==> config.mk <==
export PLATFORM = sky130hd
export DESIGN_NAME = sorted_priority_queue_top_flat
export DESIGN_NICKNAME = d
export VERILOG_FILES = /design/src/hdl/spq_pkg.sv /design/src/hdl/spq_in_if.sv /design/src/hdl/spq_out_if.sv /design/src/hdl/sorted_priority_queue_top.sv /design/src/hdl/spq_ctrl.sv /design/src/hdl/spq_datapath.sv /design/src/flat_wrapper.sv
export SDC_FILE = /design/constraint.sdc
export NUM_CORES = 2
export LEC_CHECK = 0
export ABC_CLOCK_PERIOD_IN_PS = 19200
export BUFFER_PORTS_ARGS = -buffer_cell sky130_fd_sc_hd__buf_2
export CELL_PAD_IN_SITES_DETAIL_PLACEMENT = 1
export CELL_PAD_IN_SITES_GLOBAL_PLACEMENT = 2
export CORE_MARGIN = 4
export CORE_UTILIZATION = 46
export CTS_CLUSTER_SIZE = 30
export DETAILED_ROUTE_END_ITERATION = 12
export HOLD_SLACK_MARGIN = 0.02
export PLACE_DENSITY_LB_ADDON = 0.25
export SLEW_MARGIN = 20
export SYNTH_ARGS = -nofsm -noshare
export SYNTH_HDL_FRONTEND = slang
export SYNTH_SLANG_ARGS = --single-unit
==> constraint.sdc <==
create_clock -name clk_i -period 19.2 [get_ports clk_i]
set_input_delay 1.92 -clock clk_i [delete_from_list [all_inputs] [get_ports clk_i]]
set_output_delay 1.92 -clock clk_i [all_outputs]
set_load 0.01 [all_outputs]
==> src/hdl/spq_pkg.sv <==
// spq_pkg: shared types and constants for the sorted priority queue
// no dependencies; used by the interfaces, controller, datapath and top level
package spq_pkg;

  localparam int unsigned Capacity = 16;
  localparam int unsigned CntW     = $clog2(Capacity + 1);
  localparam int unsigned ValW     = 32;
  localparam int unsigned PrioW    = 16;
  localparam int unsigned StatW    = 2;
  localparam int unsigned OccW     = 5;

  typedef enum logic {
    ACT_INSERT = 1'b0,
    ACT_DELETE = 1'b1
  } action_e;

  typedef enum logic [StatW-1:0] {
    STAT_OK    = 2'd0,
    STAT_EMPTY = 2'd1,
    STAT_FULL  = 2'd2
  } status_e;

  typedef enum logic {
    CTL_IDLE = 1'b0,
    CTL_HOLD = 1'b1
  } ctl_state_e;

  typedef struct packed {
    logic signed [ValW-1:0]  value;
    logic signed [PrioW-1:0] prio;
  } entry_t;

  // controller to datapath
  typedef struct packed {
    logic    do_insert;
    logic    do_delete;
    logic    load_out;
    status_e status;
  } spq_cmd_t;

  // datapath to controller
  typedef struct packed {
    logic empty;
    logic full;
  } spq_stat_t;

endpackage

==> src/hdl/spq_in_if.sv <==
// spq_in_if: request channel of the priority queue (valid/ready plus payload)
// depends on spq_pkg for field widths
interface spq_in_if;
  logic                                valid;
  logic                                ready;
  logic                                action;
  logic signed [spq_pkg::ValW-1:0]     value;
  logic signed [spq_pkg::PrioW-1:0]    priority_req;

  modport source (output valid, action, value, priority_req, input ready);
  modport sink   (input valid, action, value, priority_req, output ready);
endinterface

==> src/hdl/spq_out_if.sv <==
// spq_out_if: result channel of the priority queue (valid/ready plus payload)
// depends on spq_pkg for field widths
interface spq_out_if;
  logic                                valid;
  logic                                ready;
  logic [spq_pkg::StatW-1:0]           status;
  logic signed [spq_pkg::ValW-1:0]     out_value;
  logic signed [spq_pkg::PrioW-1:0]    out_priority;
  logic [spq_pkg::OccW-1:0]            occupancy;

  modport source (output valid, status, out_value, out_priority, occupancy, input ready);
  modport sink   (input valid, status, out_value, out_priority, occupancy, output ready);
endinterface

==> src/hdl/sorted_priority_queue_top.sv <==
// sorted_priority_queue_top: bounded priority queue kept as a sorted register chain
// the result is valid in the cycle after the request transaction is accepted
// throughput: one transaction per cycle while results are taken; insert compares all entries at once
// reset: entry count cleared to zero, queue empty at once, no clearing pass
// depends on spq_pkg, spq_in_if, spq_out_if, spq_ctrl, spq_datapath
module sorted_priority_queue_top (
  input  logic       clk_i,
  input  logic       rst_ni,
  spq_in_if.sink     in_i,
  spq_out_if.source  out_o
);

  spq_pkg::spq_cmd_t  cmd;
  spq_pkg::spq_stat_t stat;

  spq_ctrl u_ctrl (
    .clk_i       (clk_i),
    .rst_ni      (rst_ni),
    .in_valid_i  (in_i.valid),
    .in_ready_o  (in_i.ready),
    .in_action_i (in_i.action),
    .out_valid_o (out_o.valid),
    .out_ready_i (out_o.ready),
    .stat_i      (stat),
    .cmd_o       (cmd)
  );

  spq_datapath u_datapath (
    .clk_i          (clk_i),
    .rst_ni         (rst_ni),
    .cmd_i          (cmd),
    .stat_o         (stat),
    .value_i        (in_i.value),
    .prio_i         (in_i.priority_req),
    .status_o       (out_o.status),
    .out_value_o    (out_o.out_value),
    .out_priority_o (out_o.out_priority),
    .occupancy_o    (out_o.occupancy)
  );

endmodule

==> src/hdl/spq_ctrl.sv <==
// spq_ctrl: handshake controller, decodes each transaction into datapath commands
// depends on spq_pkg
module spq_ctrl (
  input  logic                clk_i,
  input  logic                rst_ni,
  input  logic                in_valid_i,
  output logic                in_ready_o,
  input  logic                in_action_i,
  output logic                out_valid_o,
  input  logic                out_ready_i,
  input  spq_pkg::spq_stat_t  stat_i,
  output spq_pkg::spq_cmd_t   cmd_o
);

  spq_pkg::ctl_state_e state_q, state_d;
  logic accept;

  always_ff @(posedge clk_i or negedge rst_ni) begin
    if (!rst_ni) begin
      state_q <= spq_pkg::CTL_IDLE;
    end else begin
      state_q <= state_d;
    end
  end

  always_comb begin
    in_ready_o  = (state_q == spq_pkg::CTL_IDLE) || out_ready_i;
    out_valid_o = (state_q == spq_pkg::CTL_HOLD);
    accept      = in_valid_i && in_ready_o;
    state_d     = state_q;
    cmd_o       = '0;
    cmd_o.status = spq_pkg::STAT_OK;

    unique case (state_q)
      spq_pkg::CTL_IDLE: begin
        if (accept) state_d = spq_pkg::CTL_HOLD;
      end
      spq_pkg::CTL_HOLD: begin
        if (out_ready_i && !accept) state_d = spq_pkg::CTL_IDLE;
      end
      default: state_d = spq_pkg::CTL_IDLE;
    endcase

    if (accept) begin
      cmd_o.load_out = 1'b1;
      if (in_action_i == spq_pkg::ACT_INSERT) begin
        if (stat_i.full) cmd_o.status = spq_pkg::STAT_FULL;
        else cmd_o.do_insert = 1'b1;
      end else begin
        if (stat_i.empty) cmd_o.status = spq_pkg::STAT_EMPTY;
        else cmd_o.do_delete = 1'b1;
      end
    end
  end

`ifndef SYNTH
  a_no_double_op: assert property (@(posedge clk_i) disable iff (!rst_ni)
    !(cmd_o.do_insert && cmd_o.do_delete))
    else $error("insert and delete issued together");
  a_op_needs_load: assert property (@(posedge clk_i) disable iff (!rst_ni)
    (cmd_o.do_insert || cmd_o.do_delete) |-> cmd_o.load_out)
    else $error("queue update without result load");
  a_load_gives_valid: assert property (@(posedge clk_i) disable iff (!rst_ni)
    cmd_o.load_out |=> out_valid_o)
    else $error("result not presented after transaction");
`endif

endmodule

==> src/hdl/spq_datapath.sv <==
// spq_datapath: sorted entry chain, entry count and result register
// depends on spq_pkg; driven by commands from spq_ctrl
module spq_datapath (
  input  logic                                clk_i,
  input  logic                                rst_ni,
  input  spq_pkg::spq_cmd_t                   cmd_i,
  output spq_pkg::spq_stat_t                  stat_o,
  input  logic signed [spq_pkg::ValW-1:0]     value_i,
  input  logic signed [spq_pkg::PrioW-1:0]    prio_i,
  output logic [spq_pkg::StatW-1:0]           status_o,
  output logic signed [spq_pkg::ValW-1:0]     out_value_o,
  output logic signed [spq_pkg::PrioW-1:0]    out_priority_o,
  output logic [spq_pkg::OccW-1:0]            occupancy_o
);

  spq_pkg::entry_t                    entry_q [spq_pkg::Capacity];
  spq_pkg::entry_t                    entry_d [spq_pkg::Capacity];
  logic [spq_pkg::CntW-1:0]           count_q, count_d;
  logic [spq_pkg::Capacity-1:0]       le;
  logic [spq_pkg::StatW-1:0]          status_q;
  logic signed [spq_pkg::ValW-1:0]    oval_q;
  logic signed [spq_pkg::PrioW-1:0]   oprio_q;
  logic [spq_pkg::OccW-1:0]           occ_q;
  spq_pkg::entry_t                    new_entry;

  assign stat_o.empty = (count_q == '0);
  assign stat_o.full  = (count_q == spq_pkg::CntW'(spq_pkg::Capacity));
  assign new_entry.value = value_i;
  assign new_entry.prio  = prio_i;

  // held entries that stay ahead of the new one form a prefix
  always_comb begin
    for (int i = 0; i < spq_pkg::Capacity; i++) begin
      le[i] = (spq_pkg::CntW'(i) < count_q) && (entry_q[i].prio <= prio_i);
    end
  end

  always_comb begin
    count_d = count_q;
    for (int i = 0; i < spq_pkg::Capacity; i++) begin
      entry_d[i] = entry_q[i];
    end
    if (cmd_i.do_insert) begin
      count_d = count_q + 1'b1;
      if (!le[0]) entry_d[0] = new_entry;
      for (int i = 1; i < spq_pkg::Capacity; i++) begin
        if (!le[i]) begin
          if (le[i-1]) entry_d[i] = new_entry;
          else entry_d[i] = entry_q[i-1];
        end
      end
    end else if (cmd_i.do_delete) begin
      count_d = count_q - 1'b1;
      for (int i = 0; i < spq_pkg::Capacity - 1; i++) begin
        entry_d[i] = entry_q[i+1];
      end
    end
  end

  always_ff @(posedge clk_i or negedge rst_ni) begin
    if (!rst_ni) begin
      count_q <= '0;
    end else begin
      count_q <= count_d;
    end
  end

  always_ff @(posedge clk_i) begin
    for (int i = 0; i < spq_pkg::Capacity; i++) begin
      entry_q[i] <= entry_d[i];
    end
    if (cmd_i.load_out) begin
      status_q <= cmd_i.status;
      oval_q   <= cmd_i.do_delete ? entry_q[0].value : '0;
      oprio_q  <= cmd_i.do_delete ? entry_q[0].prio : '0;
      occ_q    <= spq_pkg::OccW'(count_d);
    end
  end

  assign status_o       = status_q;
  assign out_value_o    = oval_q;
  assign out_priority_o = oprio_q;
  assign occupancy_o    = occ_q;

`ifndef SYNTH
  a_count_bound: assert property (@(posedge clk_i) disable iff (!rst_ni)
    count_q <= spq_pkg::CntW'(spq_pkg::Capacity))
    else $error("entry count above capacity");
  a_insert_grows: assert property (@(posedge clk_i) disable iff (!rst_ni)
    cmd_i.do_insert |=> count_q == $past(count_q) + 1'b1)
    else $error("insert did not grow the queue");
  a_head_order: assert property (@(posedge clk_i) disable iff (!rst_ni)
    (count_q > spq_pkg::CntW'(1)) |-> entry_q[0].prio <= entry_q[1].prio)
    else $error("head entries out of order");
`endif

endmodule
==> src/flat_wrapper.sv <==
// flat-port wrapper written by rule: the top's interface ports become plain ports
module sorted_priority_queue_top_flat 
  (clk_i, rst_ni, in_i_valid, in_i_action, in_i_value, in_i_priority_req, in_i_ready, out_o_valid, out_o_status, out_o_out_value, out_o_out_priority, out_o_occupancy, out_o_ready);
  spq_in_if in_i_i ();
  spq_out_if out_o_i ();
  input  logic clk_i;
  input  logic rst_ni;
  input wire logic [$bits(in_i_i.valid)-1:0] in_i_valid;
  input wire logic [$bits(in_i_i.action)-1:0] in_i_action;
  input wire logic [$bits(in_i_i.value)-1:0] in_i_value;
  input wire logic [$bits(in_i_i.priority_req)-1:0] in_i_priority_req;
  output wire logic [$bits(in_i_i.ready)-1:0] in_i_ready;
  output wire logic [$bits(out_o_i.valid)-1:0] out_o_valid;
  output wire logic [$bits(out_o_i.status)-1:0] out_o_status;
  output wire logic [$bits(out_o_i.out_value)-1:0] out_o_out_value;
  output wire logic [$bits(out_o_i.out_priority)-1:0] out_o_out_priority;
  output wire logic [$bits(out_o_i.occupancy)-1:0] out_o_occupancy;
  input wire logic [$bits(out_o_i.ready)-1:0] out_o_ready;
  assign in_i_i.valid = in_i_valid;
  assign in_i_i.action = in_i_action;
  assign in_i_i.value = in_i_value;
  assign in_i_i.priority_req = in_i_priority_req;
  assign in_i_ready = in_i_i.ready;
  assign out_o_valid = out_o_i.valid;
  assign out_o_status = out_o_i.status;
  assign out_o_out_value = out_o_i.out_value;
  assign out_o_out_priority = out_o_i.out_priority;
  assign out_o_occupancy = out_o_i.occupancy;
  assign out_o_i.ready = out_o_ready;
  sorted_priority_queue_top u_core (.clk_i(clk_i), .rst_ni(rst_ni), .in_i(in_i_i), .out_o(out_o_i));
endmodule
## Yosys cells after proc, flatten, opt, wreduce, memory -nomap -nowiden

Memories as Yosys holds them, arrays and structs flattened.
Cells that the tools add are included.

- Register bits after elaboration: 61
- RAM bits: 768
- Bits of input ports: 53
- Output and inout bits: 57
- Memories: 1

- Add/subtract/negate cells: 2
- Magnitude comparators: 32
- Equal/unequal tests: 1
- Mux-type cells: 47
- Bitwise logic cells: 1
- Reductions and logical operators: 21

Memory list:

| name | words | width | read ports | clocked after Yosys merged registers in | wr ports | RTL line | text |
|---|---|---|---|---|---|---|---|
| u_core.u_datapath.entry_q | 16 | 48 | 16 | 0 | 16 | spq_datapath.sv:16 | `spq_pkg::entry_t entry_q [spq_pkg::Capacity];` |

Operators with widths:

| kind | number |
|---|---|
| 48-bit two-way mux | 32 |
| 720-bit two-way mux | 2 |
| 16-bit <= comparator | 16 |
| 4-bit by 5-bit < comparator with 1-bit output, first input constant | 8 |
| 3-bit by 5-bit < comparator with 1-bit output, first input constant | 4 |
| 1-bit logical AND | 18 |
| 5-bit two-way mux | 3 |
| 1-bit by 5-bit < comparator with 1-bit output, first input constant | 2 |
| 2-bit by 5-bit < comparator with 1-bit output, first input constant | 2 |
| 1-bit two-way mux | 7 |
| 5-bit by 1-bit adder with 5-bit output, second input constant | 1 |
| 5-bit == test, second input constant | 1 |
| 5-bit logical NOT | 1 |
| 5-bit by 1-bit subtractor with 5-bit output, second input constant | 1 |
| 2-bit two-way mux | 2 |
| 1-bit case mux with 2 select lines | 1 |
| 1-bit logical NOT | 1 |
| 1-bit logical OR | 1 |
| 1-bit NOT | 1 |

## Longest topological paths before layout

- Depth after elaboration: 7
- Depth in mapped cells: 12
- Mapped depth without buffers: 9

## By module

From an unflattened synthesis, not the netlist that was laid out.

- Cell total of the unflattened synthesis: 4317
- Area total of the unflattened synthesis: 46981.3 µm²

Modules (own cells, without submodules):

| module | instances | cells each | area each (µm²) | sequential area each (µm²) |
|---|---|---|---|---|
| spq_datapath | 1 | 4306 | 46849.9 | 24838.8 |
| spq_ctrl | 1 | 11 | 131.4 | 25.0 |

## Least setup slack after synthesis

No wires, ideal clock.

- Path kind: input port to flip-flop
- From: input in_i_priority_req[9]
- To: memory u_core.u_datapath.entry_q[1][336] in the netlist's numbering, enable pin
- Setup time: 711 ps
- Data arrival time: 10533 ps
- Data required time: 18489 ps
- Slack: 7956 ps
- Stages: 9
- Buffers on the path: 0
- Cell sequence: inv_1 > ha_1 > a21o_1 > a21o_1 > a21o_1 > a21oi_1 > o21ai_0 > a21oi_1 > a2111oi_0

RTL lines:

| item | RTL line | text |
|---|---|---|
| start, declared | flat_wrapper.sv:11 | `input wire logic [$bits(in_i_i.priority_req)-1:0] in_i_priority_req;` |
| end, declared | spq_datapath.sv:16 |  |

==> metrics.txt <==
FMAX 155 MHz; Final GP Congestion 0.861; reg2reg path depth 9; post-synthesis async set-or-reset flop share 0.724%; Max Cap Violations 0; first-pass GRT wire length 255000 um; dpl cell area 49800 um2; Post-Place Worst Slack 12.14 ns; vias in the first global route 39400; Lkg Pwr 0.0197 uW; Avg Inst Size Synth 10.5 um2; crit path cell chain buf_2 > inv_1 > ha_1 > nand4_1 > nor4_1 > a21boi_0 > a2111o_1 > o211ai_4 > buf_4 > o21ai_4 > buf_4; clk sinks 829; syn_nets 4909; CTS tree built; initial core utilization 46.5%; num rows 118; CTS-repair resized insts 0; data arrival time of the critical path 6.77 ns; die height 332 um; Routed wire per std cell 28.7 um; Ports 110; DPL Wire Length 105000 um; critical path class primary input to register; Setup WS post-layout 12.75 ns; # setup viols final 0; CP startpoint in_i_priority_req[12]; register area 24900 um2; critical path's largest stage delay 0.73 ns; worst min path class register to register; Synth Register Bits 829; Critical path destination u_core.u_datapath.entry_q[1][148]; post-synth top area share 51.3%; period utilization 33.6%; status finished clean; routed vias/inst 6.49; Synth Instances 4597; Post-synth top flop edfxtp_1; CTS max path bufs 3; final core utilization 51.0%; Worst Tran Pin Value 1.18 ns; area occupied by multi-input gates 21900 um2; Worst VDD drop 0.0763 mV; H-tree depth 3; FF-to-FF Start u_core.u_datapath.count_q[1]; largest net degree at the start of global routing 237; Layout area overhead 9.73%; EDFF count, synth 823; setup bufs post-CTS 0; endpoints failing hold 0; RSZ-0062 raised after global routing false; total power 6420 uW; Initial DRC Count 3811; die width 332 um; synth warn 0; slowest cell on the critical path nor4_1; Worst Clk Skew 0.0296 ns; GRT Residual Overflow 0; r2r setup slk 13.54 ns; Pwr Density 121 nW/um2; vias after detailed routing 38612; drt drc 0; initial antenna violation count 5; Setup TNS 0 ns; dominant cell type by area after synthesis edfxtp_1; clk_lat worst skew 0.70 ns; relative slew slack 21.3%; max-slew violation count 0; First-pass DRT Iterations 6; Yosys cell types 78; CP startpoint kind primary input; Port Buf Inserts 109; Root Driver clkbuf_16; Filler Cell Count 11180; Synth Cell Area 48200 um2; Worst EP required 19.52 ns; cell area after layout 52900 um2; Post-DRT Antenna Nets 0; CP most frequent cell buf_4; core footprint 104000 um2; GRT Overall Usage 30.0%; Hold-fix buffers, CTS 0; die area 110000 um2; Clk pin slew, worst setup/hold paths 0.06 ns; total wire length 171000 um; CP Capture Type register; Layout Nets 4811; crit-path max FO 37; post-synthesis sequential area ratio 51.6%; min cycle time layout 6.45 ns; ratio of cells with drive above 1 in the final layout 10.3%; TritonCTS Buffers 97; synth top area cells edfxtp_1, mux2i_1, ha_1; RR Endpoint u_core.u_datapath.entry_q[0][119]
-- cell usage in the layout (no fill, tap or decap), types with 4 or more instances in the layout --
cell type | netlist | layout
o21ai_1 | 102 | 96
a31oi_1 | 148 | 148
bufinv_16 | 0 | 10
o221a_2 | 54 | 54
o21a_1 | 11 | 8
clkinv_2 | 0 | 10
and2_1 | 51 | 49
mux2_2 | 48 | 48
buf_4 | 18 | 75
nand2_4 | 0 | 4
nor2_1 | 269 | 268
nor3b_1 | 50 | 50
a211oi_1 | 4 | 4
mux2i_1 | 338 | 336
dfrtp_1 | 6 | 6
nand2_1 | 690 | 684
nor4_1 | 5 | 5
clkbuf_1 | 245 | 25
or3_1 | 84 | 83
nor2b_1 | 18 | 18
o221a_1 | 41 | 41
a21o_1 | 47 | 47
o211ai_1 | 154 | 154
inv_1 | 46 | 45
nand2b_1 | 8 | 7
edfxtp_1 | 823 | 823
clkbuf_16 | 0 | 98
a221o_1 | 4 | 4
o21ai_0 | 355 | 349
nor3_1 | 24 | 24
clkinv_1 | 0 | 20
and4_1 | 9 | 9
o21ai_4 | 0 | 12
ha_1 | 259 | 259
nand4_1 | 47 | 47
o22ai_1 | 17 | 17
a21oi_1 | 276 | 273
buf_2 | 94 | 109
nand3_1 | 158 | 156
-- report_power, final --
part	internal (uW)	leakage, uW	switching (uW)
logic	632	0.0104	1300
clock network	1070	0.00149	797
registers	2420	0.00781	210
-- critical path, delay by kind of cell --
kind,cells,cell delay [ns]
AO/OA/AOI/OAI,4,1.52
adder cells (fa/ha/maj),1,0.47
buffers and inverters,4,1.81
AND/OR/NAND/NOR,2,0.97
-- metal layers --
layer	GRT usage (%)	routed length [um]	vias up
li1	-	-	17140
met1	39.8	71900	19723
met2	49.8	81100	1415
met3	4.78	11000	334
met4	11.3	6660	0
met5	0	0	-
-- synthesized netlist by cell type, types with 18 or more instances --
library cell,number
a21o_1,47
a21oi_1,276
a31oi_1,148
and2_1,51
buf_1,24
buf_2,94
buf_4,18
clkbuf_1,245
edfxtp_1,823
ha_1,259
inv_1,46
mux2_2,48
mux2i_1,338
nand2_1,690
nand3_1,158
nand4_1,47
nor2_1,269
nor2b_1,18
nor3_1,24
nor3b_1,50
o211ai_1,154
o21ai_0,355
o21ai_1,102
o221a_1,41
o221a_2,54
or3_1,84
-- cell type report --
class / count / share of cell area (%)
antenna: 3 / 0.0142
timing repair buffer: 188 / 2.23
tap: 1380 / 3.26
clock inverter: 47 / 1.01
inverter: 47 / 0.336
multi-input combinational: 3336 / 41.3
clock buffer: 124 / 4.84
sequential: 829 / 47.0
-- per-stage QoR --
stage / hold WS [ns] / std cells
2_1_floorplan: 0.521 / 4597
3_3_place_gp: 0.514 / 5780
3_5_place_dp: 0.525 / 5780
4_1_cts: 0.542 / 5951
5_1_grt: 0.586 / 5953
6_report: 0.543 / 5954
-- kinds of logic (layout without fill, tap and decap cells) --
group,Yosys count,after routing,share of synthesized area [%]
AND/OR/NAND/NOR,1434,1434,13.4
flip-flops,829,829,51.6
adder cells (fa/ha/maj),259,259,6.72
multiplexers,386,386,8.14
buffers and inverters,432,406,3.82
XOR/XNOR,3,3,0.0545
AO/OA/AOI/OAI,1254,1254,16.3
other,0,3,0
-- registers in the layout, summed over array words and instances, names as in the netlist --
signal and count:
u_core.u_datapath.entry_q 768, u_core.u_datapath.out_value_o 32, u_core.u_datapath.out_priority_o 16, u_core.u_datapath.count_q 5
u_core.u_datapath.occupancy_o 5, u_core.u_datapath.status_o 2, u_core.u_ctrl.out_valid_o 1
-- how the worst min path moves through the flow --
| stage | from | to | slack (ns) | depth (start not counted) |
|---|---|---|---|---|
| 3_3_place_gp | u_core.u_ctrl.out_valid_o | u_core.u_ctrl.out_valid_o | 0.51 | 2 |
| 2_1_floorplan | u_core.u_datapath.entry_q[0][352] | u_core.u_datapath.entry_q[0][304] | 0.52 | 2 |
| 3_5_place_dp | u_core.u_ctrl.out_valid_o | u_core.u_ctrl.out_valid_o | 0.53 | 2 |
| 5_1_grt | u_core.u_datapath.entry_q[0][28] | u_core.u_datapath.out_value_o[12] | 0.59 | 1 |
| 4_1_cts | u_core.u_ctrl.out_valid_o | u_core.u_ctrl.out_valid_o | 0.54 | 2 |
| 6_report | u_core.u_ctrl.out_valid_o | u_core.u_ctrl.out_valid_o | 0.54 | 2 |
Power figures use the tool's default switching activity.
